==> src/hdl/ile_pkg.sv <==
// Package for the interface length estimator: register codes, reset values,
// fixed-point constants, sequencer states and the shared multiply unit types.
// No dependencies.
package ile_pkg;

    localparam int ILE_MAX_GRID_DEF = 256;

    localparam int ILE_DATA_W = 64;
    localparam int ILE_MULT_W = 32;
    localparam int ILE_MAC_STEPS = 32;

    localparam logic ILE_REG_GRID_SIZE    = 1'b0;
    localparam logic ILE_REG_CELL_SPACING = 1'b1;

    localparam logic [8:0]  ILE_GRID_RESET    = 9'd256;
    localparam logic [23:0] ILE_SPACING_RESET = 24'd65536;

    localparam logic [31:0] ILE_SQRT2_Q20 = 32'd1482910;
    localparam logic [31:0] ILE_PI32_Q32  = 32'd421657428;
    localparam logic [63:0] ILE_LO_ROUND  = 64'd1 << 51;

    typedef enum logic [1:0] {
        SIGN_ZERO = 2'd0,
        SIGN_POS  = 2'd1,
        SIGN_NEG  = 2'd2
    } t_sign;

    typedef enum logic [3:0] {
        S_IDLE,
        S_RD_NEXT,
        S_UPDATE,
        S_MUL_S,
        S_MUL_T,
        S_MUL_LO,
        S_MUL_HI,
        S_LOAD
    } t_state;

    typedef struct packed {
        logic                  start;
        logic [ILE_DATA_W-1:0] init;
        logic [ILE_DATA_W-1:0] a;
        logic [ILE_MULT_W-1:0] b;
    } t_mac_req;

    typedef struct packed {
        logic                  busy;
        logic                  done;
        logic [ILE_DATA_W-1:0] product;
    } t_mac_rsp;

    function automatic t_sign ile_sign(input logic [15:0] s);
        t_sign res;
        if (s == 16'd0) begin
            res = SIGN_ZERO;
        end else if (s[15]) begin
            res = SIGN_NEG;
        end else begin
            res = SIGN_POS;
        end
        return res;
    endfunction

    function automatic logic ile_crosses(input t_sign x, input t_sign y);
        return (x != SIGN_ZERO) && (y != SIGN_ZERO) && (x != y);
    endfunction

endpackage

==> src/hdl/interface_length_estimator.sv <==
// Each sample passes through accept, a second line-buffer read and update, and no new
// sample is taken until the update is done. The last sample of a frame then adds four
// passes of the shared shift-add unit (start, a step per multiplier bit, done) and a load
// step, which also waits for the output register. Frame position is kept across
// register writes.
// Top level of the interface length estimator. Depends on ile_pkg and ile_mac.
module interface_length_estimator
    import ile_pkg::*;
#(
    parameter int MAX_GRID = ILE_MAX_GRID_DEF
) (
    input  logic        i_clk,
    input  logic        i_rst_n,
    input  logic        psel,
    input  logic        penable,
    input  logic        pwrite,
    input  logic [2:0]  paddr,
    input  logic [31:0] pwdata,
    output logic [31:0] prdata,
    output logic        pready,
    input  logic        i_in_valid,
    output logic        o_in_ready,
    input  logic [15:0] i_sample,
    output logic        o_out_valid,
    input  logic        i_out_ready,
    output logic [39:0] o_length_estimate,
    output logic [15:0] o_horizontal_crossings,
    output logic [15:0] o_vertical_crossings,
    output logic [14:0] o_diagonal_crossings,
    output logic [14:0] o_antidiagonal_crossings
);

    localparam int AW = $clog2(MAX_GRID);
    localparam int NW = $clog2(MAX_GRID + 1);
    localparam int XW = ((NW > 9) ? NW : 9) + 1;
    localparam int HW = 2 * AW;
    localparam int DW = HW - 1;

    t_state          r_state, n_state;
    logic [AW-1:0]   r_col, n_col;
    logic [AW-1:0]   r_row, n_row;
    t_sign           r_left, n_left;
    t_sign           r_upleft, n_upleft;
    t_sign           r_cur, n_cur;
    t_sign           r_above, n_above;
    logic [HW-1:0]   r_cnt_h, n_cnt_h;
    logic [HW-1:0]   r_cnt_v, n_cnt_v;
    logic [DW-1:0]   r_cnt_d, n_cnt_d;
    logic [DW-1:0]   r_cnt_a, n_cnt_a;
    logic            r_mac_go, n_mac_go;
    logic [63:0]     r_t, n_t;
    logic            r_out_valid, n_out_valid;
    logic [39:0]     r_out_len, n_out_len;
    logic [15:0]     r_out_h, n_out_h;
    logic [15:0]     r_out_v, n_out_v;
    logic [14:0]     r_out_d, n_out_d;
    logic [14:0]     r_out_a, n_out_a;
    logic [8:0]      r_grid_size;
    logic [23:0]     r_spacing;

    t_sign           r_mem [MAX_GRID];
    t_sign           r_rd_data;
    logic [AW-1:0]   rd_addr;
    logic            mem_we;

    t_mac_req        mac_req;
    t_mac_rsp        mac_rsp;

    logic [XW-1:0]   gs_x;
    logic [XW-1:0]   n_eff;
    logic [XW-1:0]   col_x;
    logic [XW-1:0]   row_x;
    logic            col_last;
    logic            row_last;
    logic            cross_h;
    logic            cross_v;
    logic            cross_d;
    logic            cross_a;
    logic [HW:0]     sum_hv;
    logic [DW:0]     sum_da;
    logic            cfg_wr;

    ile_mac u_mac (
        .i_clk   (i_clk),
        .i_rst_n (i_rst_n),
        .i_req   (mac_req),
        .o_rsp   (mac_rsp)
    );

    // configuration port
    assign pready = 1'b1;
    assign cfg_wr = psel && penable && pwrite && pready;

    always_ff @(posedge i_clk) begin
        if (!i_rst_n) begin
            r_grid_size <= ILE_GRID_RESET;
            r_spacing   <= ILE_SPACING_RESET;
        end else if (cfg_wr) begin
            case (paddr[2])
                ILE_REG_GRID_SIZE:    r_grid_size <= pwdata[8:0];
                ILE_REG_CELL_SPACING: r_spacing   <= pwdata[23:0];
                default: ;
            endcase
        end
    end

    always_comb begin
        case (paddr[2])
            ILE_REG_GRID_SIZE:    prdata = 32'(r_grid_size);
            ILE_REG_CELL_SPACING: prdata = 32'(r_spacing);
            default:              prdata = '0;
        endcase
    end

    // effective grid size and position tests
    always_comb begin
        gs_x = XW'(r_grid_size);
        if (gs_x < XW'(2)) begin
            n_eff = XW'(2);
        end else if (gs_x > XW'(MAX_GRID)) begin
            n_eff = XW'(MAX_GRID);
        end else begin
            n_eff = gs_x;
        end
    end

    assign col_x    = XW'(r_col);
    assign row_x    = XW'(r_row);
    assign col_last = (col_x + XW'(1)) >= n_eff;
    assign row_last = (row_x + XW'(1)) >= n_eff;

    assign cross_h = (r_col != '0) && ile_crosses(r_cur, r_left);
    assign cross_v = (r_row != '0) && ile_crosses(r_cur, r_above);
    assign cross_d = (r_row != '0) && ((row_x + col_x) <= (n_eff - XW'(1)))
                     && ((col_x + XW'(1)) < XW'(MAX_GRID))
                     && ile_crosses(r_cur, r_rd_data);
    assign cross_a = (r_row != '0) && (r_col != '0) && (r_col <= r_row)
                     && ile_crosses(r_cur, r_upleft);

    assign sum_hv = (HW + 1)'(r_cnt_h) + (HW + 1)'(r_cnt_v);
    assign sum_da = (DW + 1)'(r_cnt_d) + (DW + 1)'(r_cnt_a);

    // row sign store
    always_ff @(posedge i_clk) begin
        if (mem_we) begin
            r_mem[r_col] <= r_cur;
        end
        r_rd_data <= r_mem[rd_addr];
    end

    always_ff @(posedge i_clk) begin
        if (!i_rst_n) begin
            r_state     <= S_IDLE;
            r_col       <= '0;
            r_row       <= '0;
            r_left      <= SIGN_ZERO;
            r_upleft    <= SIGN_ZERO;
            r_cnt_h     <= '0;
            r_cnt_v     <= '0;
            r_cnt_d     <= '0;
            r_cnt_a     <= '0;
            r_mac_go    <= 1'b0;
            r_out_valid <= 1'b0;
        end else begin
            r_state     <= n_state;
            r_col       <= n_col;
            r_row       <= n_row;
            r_left      <= n_left;
            r_upleft    <= n_upleft;
            r_cnt_h     <= n_cnt_h;
            r_cnt_v     <= n_cnt_v;
            r_cnt_d     <= n_cnt_d;
            r_cnt_a     <= n_cnt_a;
            r_mac_go    <= n_mac_go;
            r_out_valid <= n_out_valid;
        end
    end

    always_ff @(posedge i_clk) begin
        r_cur     <= n_cur;
        r_above   <= n_above;
        r_t       <= n_t;
        r_out_len <= n_out_len;
        r_out_h   <= n_out_h;
        r_out_v   <= n_out_v;
        r_out_d   <= n_out_d;
        r_out_a   <= n_out_a;
    end

    always_comb begin
        n_state     = r_state;
        n_col       = r_col;
        n_row       = r_row;
        n_left      = r_left;
        n_upleft    = r_upleft;
        n_cur       = r_cur;
        n_above     = r_above;
        n_cnt_h     = r_cnt_h;
        n_cnt_v     = r_cnt_v;
        n_cnt_d     = r_cnt_d;
        n_cnt_a     = r_cnt_a;
        n_mac_go    = 1'b0;
        n_t         = r_t;
        n_out_valid = r_out_valid && !i_out_ready;
        n_out_len   = r_out_len;
        n_out_h     = r_out_h;
        n_out_v     = r_out_v;
        n_out_d     = r_out_d;
        n_out_a     = r_out_a;
        mem_we      = 1'b0;
        rd_addr     = r_col;
        mac_req     = '{start: r_mac_go, init: '0, a: '0, b: '0};

        case (r_state)
            S_IDLE: begin
                if (i_in_valid) begin
                    n_cur   = ile_sign(i_sample);
                    n_state = S_RD_NEXT;
                end
            end
            S_RD_NEXT: begin
                rd_addr = r_col + AW'(1);
                n_above = r_rd_data;
                n_state = S_UPDATE;
            end
            S_UPDATE: begin
                mem_we   = 1'b1;
                n_cnt_h  = r_cnt_h + HW'(cross_h);
                n_cnt_v  = r_cnt_v + HW'(cross_v);
                n_cnt_d  = r_cnt_d + DW'(cross_d);
                n_cnt_a  = r_cnt_a + DW'(cross_a);
                n_upleft = r_above;
                n_left   = r_cur;
                n_state  = S_IDLE;
                if (col_last) begin
                    n_col = '0;
                    if (row_last) begin
                        n_row    = '0;
                        n_left   = SIGN_ZERO;
                        n_upleft = SIGN_ZERO;
                        n_mac_go = 1'b1;
                        n_state  = S_MUL_S;
                    end else begin
                        n_row = r_row + AW'(1);
                    end
                end else begin
                    n_col = r_col + AW'(1);
                end
            end
            S_MUL_S: begin
                mac_req.init = 64'(sum_hv) << 20;
                mac_req.a    = 64'(sum_da);
                mac_req.b    = ILE_SQRT2_Q20;
                if (mac_rsp.done) begin
                    n_mac_go = 1'b1;
                    n_state  = S_MUL_T;
                end
            end
            S_MUL_T: begin
                mac_req.a = mac_rsp.product;
                mac_req.b = 32'(r_spacing);
                if (mac_rsp.done) begin
                    n_t      = mac_rsp.product;
                    n_mac_go = 1'b1;
                    n_state  = S_MUL_LO;
                end
            end
            S_MUL_LO: begin
                mac_req.init = ILE_LO_ROUND;
                mac_req.a    = 64'(r_t[31:0]);
                mac_req.b    = ILE_PI32_Q32;
                if (mac_rsp.done) begin
                    n_mac_go = 1'b1;
                    n_state  = S_MUL_HI;
                end
            end
            S_MUL_HI: begin
                mac_req.init = mac_rsp.product >> 32;
                mac_req.a    = 64'(r_t[63:32]);
                mac_req.b    = ILE_PI32_Q32;
                if (mac_rsp.done) begin
                    n_state = S_LOAD;
                end
            end
            S_LOAD: begin
                if (!r_out_valid || i_out_ready) begin
                    n_out_valid = 1'b1;
                    n_out_len   = mac_rsp.product[59:20];
                    n_out_h     = 16'(r_cnt_h);
                    n_out_v     = 16'(r_cnt_v);
                    n_out_d     = 15'(r_cnt_d);
                    n_out_a     = 15'(r_cnt_a);
                    n_cnt_h     = '0;
                    n_cnt_v     = '0;
                    n_cnt_d     = '0;
                    n_cnt_a     = '0;
                    n_state     = S_IDLE;
                end
            end
            default: begin
                n_state = S_IDLE;
            end
        endcase
    end

    assign o_in_ready               = (r_state == S_IDLE);
    assign o_out_valid              = r_out_valid;
    assign o_length_estimate        = r_out_len;
    assign o_horizontal_crossings   = r_out_h;
    assign o_vertical_crossings     = r_out_v;
    assign o_diagonal_crossings     = r_out_d;
    assign o_antidiagonal_crossings = r_out_a;

    a_new_frame_counts_clear: assert property (@(posedge i_clk) disable iff (!i_rst_n)
        (r_state == S_IDLE && r_row == '0 && r_col == '0)
        |-> (r_cnt_h == '0 && r_cnt_v == '0 && r_cnt_d == '0 && r_cnt_a == '0))
        else $error("counts not cleared at frame start");

    a_no_accept_while_mac_busy: assert property (@(posedge i_clk) disable iff (!i_rst_n)
        (i_in_valid && o_in_ready) |-> !mac_rsp.busy)
        else $error("item accepted while length unit busy");

    a_mac_done_in_mul_state: assert property (@(posedge i_clk) disable iff (!i_rst_n)
        mac_rsp.done |-> (r_state == S_MUL_S || r_state == S_MUL_T
                          || r_state == S_MUL_LO || r_state == S_MUL_HI))
        else $error("length unit finished outside a multiply step");

endmodule

==> src/hdl/ile_mac.sv <==
// Shared shift-add multiply-accumulate unit: product = init + a * b, mod 2^64,
// one multiplier bit per cycle. Depends on ile_pkg.
module ile_mac
    import ile_pkg::*;
(
    input  logic     i_clk,
    input  logic     i_rst_n,
    input  t_mac_req i_req,
    output t_mac_rsp o_rsp
);

    localparam int CW = $clog2(ILE_MAC_STEPS);

    logic [ILE_DATA_W-1:0] r_acc;
    logic [ILE_DATA_W-1:0] r_a;
    logic [ILE_MULT_W-1:0] r_b;
    logic [CW-1:0]         r_cnt;
    logic                  r_busy;
    logic                  r_done;

    logic                  last;

    assign last = (r_cnt == CW'(ILE_MAC_STEPS - 1));

    always_ff @(posedge i_clk) begin
        if (!i_rst_n) begin
            r_busy <= 1'b0;
            r_done <= 1'b0;
            r_cnt  <= '0;
        end else begin
            r_done <= r_busy && last;
            if (i_req.start) begin
                r_busy <= 1'b1;
                r_cnt  <= '0;
            end else if (r_busy) begin
                r_cnt <= r_cnt + CW'(1);
                if (last) begin
                    r_busy <= 1'b0;
                end
            end
        end
    end

    always_ff @(posedge i_clk) begin
        if (i_req.start) begin
            r_acc <= i_req.init;
            r_a   <= i_req.a;
            r_b   <= i_req.b;
        end else if (r_busy) begin
            if (r_b[0]) begin
                r_acc <= r_acc + r_a;
            end
            r_a <= r_a << 1;
            r_b <= r_b >> 1;
        end
    end

    assign o_rsp.busy    = r_busy;
    assign o_rsp.done    = r_done;
    assign o_rsp.product = r_acc;

endmodule

==> config.mk <==
export PLATFORM = sky130hd
export DESIGN_NAME = interface_length_estimator
export DESIGN_NICKNAME = d
export VERILOG_FILES = /design/src/hdl/ile_pkg.sv /design/src/hdl/interface_length_estimator.sv /design/src/hdl/ile_mac.sv
export SDC_FILE = /design/constraint.sdc
export NUM_CORES = 2
export LEC_CHECK = 0
export ABC_AREA = 1
export BUFFER_PORTS_ARGS = -buffer_cell sky130_fd_sc_hd__buf_2
export CORE_MARGIN = 2
export CORE_UTILIZATION = 50
export DETAILED_ROUTE_END_ITERATION = 16
export HOLD_SLACK_MARGIN = 0.1
export PLACE_DENSITY_LB_ADDON = 0.3
export SLEW_MARGIN = 30
export SYNTH_ARGS = -nofsm -noshare
export SYNTH_HDL_FRONTEND = slang
export SYNTH_SLANG_ARGS = --single-unit
==> constraint.sdc <==
create_clock -name i_clk -period 7.8 [get_ports i_clk]
set_clock_uncertainty 0.1 [all_clocks]
set_input_delay 0.39 -clock i_clk [delete_from_list [all_inputs] [get_ports i_clk]]
set_output_delay 0.39 -clock i_clk [all_outputs]
set_load 0.05 [all_outputs]
==> reports/results.md <==
| Step | Item | Value |
|---|---|---|
| power | Fraction of power spent switching nets | 0.2877 |
| hold path | Endpoint of the worst hold-timing path | r_spacing[8] |
| clock network | TritonCTS clock tree | built |
| layout | Footprint of the multi-input gates | 17,240 um^2 |
| timing | Final Max Tran Viols | 0 |
| timing | Final critical delay including setup and external delays | 5.353 ns |
| power | Relative contribution of the clock network to total power | 0.380 |
| critical path | Setup slack of the worst register-to-register path | 2.45 ns |
| clock network | Number of H-tree branching levels | 3 |
| timing | Final setup viols | 0 |
| timing | Fin crit share | 0.6863 |
| clock network | Number of buffers created by CTS | 101 |
| outcome | Run status | finished, final reports clean |
| power | Cell leakage power | 21.65 nW |
| clock network | Reg clk slew, reported paths | 0.07 ns |
| clock network | Clock root buffer | clkbuf_16 |
| layout | Antenna cells | 0 |
| die | Die outline height | 314.8 um |
| timing | Unrepaired setup endpoints after global routing | false |
| layout | Area delta synth->final | 12.05% |
| routing | Average detailed-routed wire length per instance | 19.97 um |
| critical path | Cell with the biggest individual delay on the critical path | a2111oi_1 |
| critical path | Number of cells traversed by the worst register-to-register path | 30 |
| layout | Sequential cell area | 27,780 um^2 |
| synthesis | Netlist area before placement | 48,310 um^2 |
| global routing | Largest net degree at the start of global routing | 153 |
| die | Initial standard-cell utilization of the core | 0.5018 |
| timing | Tightest hold margin | 0.2816 ns |
| critical path | CP max stage delay | 0.45 ns |
| synthesis | Leading area contributor after synthesis | edfxtp_1 |
| critical path | Required time of the critical path | 8.27 ns |
| layout | Number of nets in the final layout | 5,704 |
| layout | Fin cells | 6,844 |
| synthesis | Post-synth ARST share | 0 |
| global routing | Number of antenna violations at the first check in global routing | 2 |
| routing | Final routed wirelength across all metal layers | 136,700 um |
| clock network | Insertion delay of the later-clocked pin in the worst-skew pair | 0.72 ns |
| placed design | Number of cells in the design after placement | 6,615 |
| clock network | Total clock sinks | 968 |
| timing | Fmax | 0.1868 GHz |
| critical path | Nature of the critical path startpoint | flip-flop |
| layout | Number of fill cells in the layout | 8,565 |
| synthesis | Synthesized flop and latch total | 968 |
| placed design | Final weighted congestion of routability-driven global placement | 0.9773 |
| placed design | Count of buffers from port buffering | 175 |
| synthesis | Dominant synthesized flop cell | edfxtp_1 |
| timing | Final hold viol count | 0 |
| power | Maximum resistive drop on vdd | 200.1 uV |
| power | Sequential fraction of design power | 0.451 |
| critical path | Arrival time at the worst endpoint | 5.82 ns |
| routing | Vias post-DR | 38,050 |
| clock network | Clock buffer depth | 3 |
| timing | Worst-margin pin slew | 1.007 ns |
| hold path | Start point of the worst min-delay path | penable |
| critical path | Crit path kind | reg2reg |
| synthesis | Proportion of synthesized chip area in sequential cells | 0.5749 |
| timing | Total negative slack | 0 ns |
| flow run | Max-capacitance violation count | 0 |
| layout | Fraction of layout cells with a size suffix above 1 | 0.07651 |
| critical path | CP max FO | 5 |
| die | Rows | 114 |
| power | Power dissipated by switching net loads | 3.682 mW |
| clock network | Number of setup buffers added after CTS | 0 |
| synthesis | Yosys top cell area share | 0.5215 |
| global routing | All-Layer GR Usage | 0.2723 |
| synthesis | Synthesized area per cell | 9.063 um^2 |
| die | Area of the die | 99,130 um^2 |
| global routing | Residual overflow from global routing | 0 |
| critical path | Most Frequent Cell on Critical Path | nand2_1 |
| synthesis | Count of distinct cell types in the synthesized netlist | 56 |
| power | Overall power | 12.80 mW |
| hold path | Instance count along the most critical hold path | 6 |
| die | DIE WIDTH | 314.8 um |
| die | Area of the core | 96,280 um^2 |
| critical path | R2R Path End | r_cnt_d[13] |
| routing | 1st-iter DRT viols | 3,722 |
| routing | Initial DRT Pass Iterations | 6 |
| die | Ports | 195 |
| placed design | Detailed placer's ending HPWL | 88,700 um |
| timing | Slew HR | 0.3267 |
| synthesis | Yosys warning total | 0 |
| global routing | First-pass GRT wire length | 206,700 um |
| routing | Post-detailed-route count of antenna-violating nets | 0 |
| synthesis | Post-synth EDFFs | 839 |
| power | Power density relative to cell area | 236.4 nW/um^2 |
| hold path | Class of the most critical hold timing path | in2reg |
| synthesis | Cell types with the largest area share after synthesis | edfxtp_1 52%, nand2_1 10%, nand3_1 5.4% |
| critical path | CP Launch Point | r_grid_size[5] |
| routing | DRC viols | 0 |
| critical path | Crit. End Element | flip-flop |
| global routing | Via count of the first global-routing pass | 36,070 |
| power | Share of total power in combinational logic | 0.169 |
| power | Internal power summed over all cells | 9.117 mW |
| critical path | Origin of the critical flop-to-flop path | r_grid_size[5] |
| routing | Detailed-route vias per instance | 5.559 |
| synthesis | Post-Synthesis Cells | 5,331 |
## power groups by stage
stage / sequential [mW] / combinational [mW] / clock, mW
after CTS: 5.77 / 2.15 / 4.92
final: 5.77 / 2.16 / 4.86
after global placement: 5.88 / 2.08 / 0
after global routing: 5.77 / 2.41 / 5.13
after floorplan: 5.97 / 1.55 / 0
after detailed placement: 5.88 / 2.13 / 0
## critical path: cells and delay by family, from the launching register on
| kind | cells | cell delay [ns] |
|---|---|---|
| and+or+nand+nor | 16 | 2.03 |
| AOI/OAI and AO/OA | 6 | 1.46 |
| adders and majority gates | 3 | 0.72 |
| buffers and inverters | 5 | 0.54 |
| DFF | 1 | 0.35 |
## layout by cell type, fill, tap and decap left out, types with 7 or more instances in the layout
master,instances
nand2_1,1317
edfxtp_1,839
inv_1,619
nor2_1,579
nand3_1,516
o21ai_0,272
a21oi_1,255
buf_2,175
ha_1,154
dfxtp_1,128
clkbuf_16,102
nor3_1,52
buf_4,47
dlygate4sd3_1,46
o211ai_1,31
xor2_1,30
nand4_1,28
nand3b_1,28
clkinv_1,27
o21ai_1,23
a31oi_1,21
nor4_1,18
o22ai_1,17
clkbuf_1,17
a21o_1,15
o21bai_1,13
xnor2_1,13
clkinv_2,13
inv_2,12
a21boi_0,12
or2_2,11
bufinv_16,11
a211oi_1,9
conb_1,9
a221oi_1,8
o21a_1,8
nor3b_1,7
## sequential cells by signal, summed over array words and instances, names as in the netlist, 16 cells and up
signal,flops
o_horizontal_crossings,16
r_t,64
u_mac.r_acc,64
r_cnt_v,16
u_mac.r_b,29
o_length_estimate,40
u_mac.r_a,64
r_mem,512
o_vertical_crossings,16
r_spacing,24
r_cnt_h,16
## what timing repair did
action / CTS / global route
hold buffers: 46 / 0
resized for setup: 0 / 0
endpoints found under the hold margin: 39 / 0
setup endpoints to repair: 0 / 0
## how the worst max path moves through the flow
stage / to / slack [ns]
after floorplan: r_cnt_d[13] / 2.21
after global placement: r_cnt_d[13] / 2.56
after detailed placement: r_cnt_d[13] / 2.55
after CTS: r_cnt_d[13] / 2.50
after global routing: r_cnt_d[13] / 1.89
final: r_cnt_d[13] / 2.45
## synth_stat cells (25+ instances only)
cell type,n
nor3_1,52
inv_1,622
nand3b_1,28
a21oi_1,255
nor2_1,583
o21ai_1,25
ha_1,154
o211ai_1,31
o21ai_0,272
buf_4,29
buf_2,59
nand3_1,521
edfxtp_1,839
dfxtp_1,129
xor2_1,30
nand4_1,28
nand2_1,1319
clkbuf_1,121
## final cells by class
cell class,instances,share of cell area
inverter,638,0.04433
clock inverter,61,0.01285
clock buffer,122,0.04909
multi-input combinational,3505,0.3185
sequential,968,0.5132
tap,1276,0.02949
timing repair buffer,274,0.03261
## logic make-up after synthesis
family / share of synthesized area
buffers and inverters: 0.07130
adders and majority gates: 0.04154
xor gates and xnor gates: 0.007795
other: 0.0001554
and+or+nand+nor: 0.2227
DFF: 0.5749
AOI/OAI and AO/OA: 0.08153
## metrics by stage
| step | utilization | worst slack [ns] | instance area (um^2) |
|---|---|---|---|
| final | 0.5623 | 2.447 | 54140 |
| after global routing | 0.5623 | 1.887 | 54140 |
| after CTS | 0.5621 | 2.495 | 54120 |
| after floorplan | - | 2.213 | 48340 |
| after global placement | 0.5224 | 2.564 | 50300 |
| after detailed placement | 0.5225 | 2.552 | 50300 |
## metal layers
layer | track usage | share of wire
met5 | 0 | 0.000095
met2 | 0.4569 | 0.48
met1 | 0.3535 | 0.40
met3 | 0.03802 | 0.077
met4 | 0.1179 | 0.044
(Power assumes the default switching activity.)
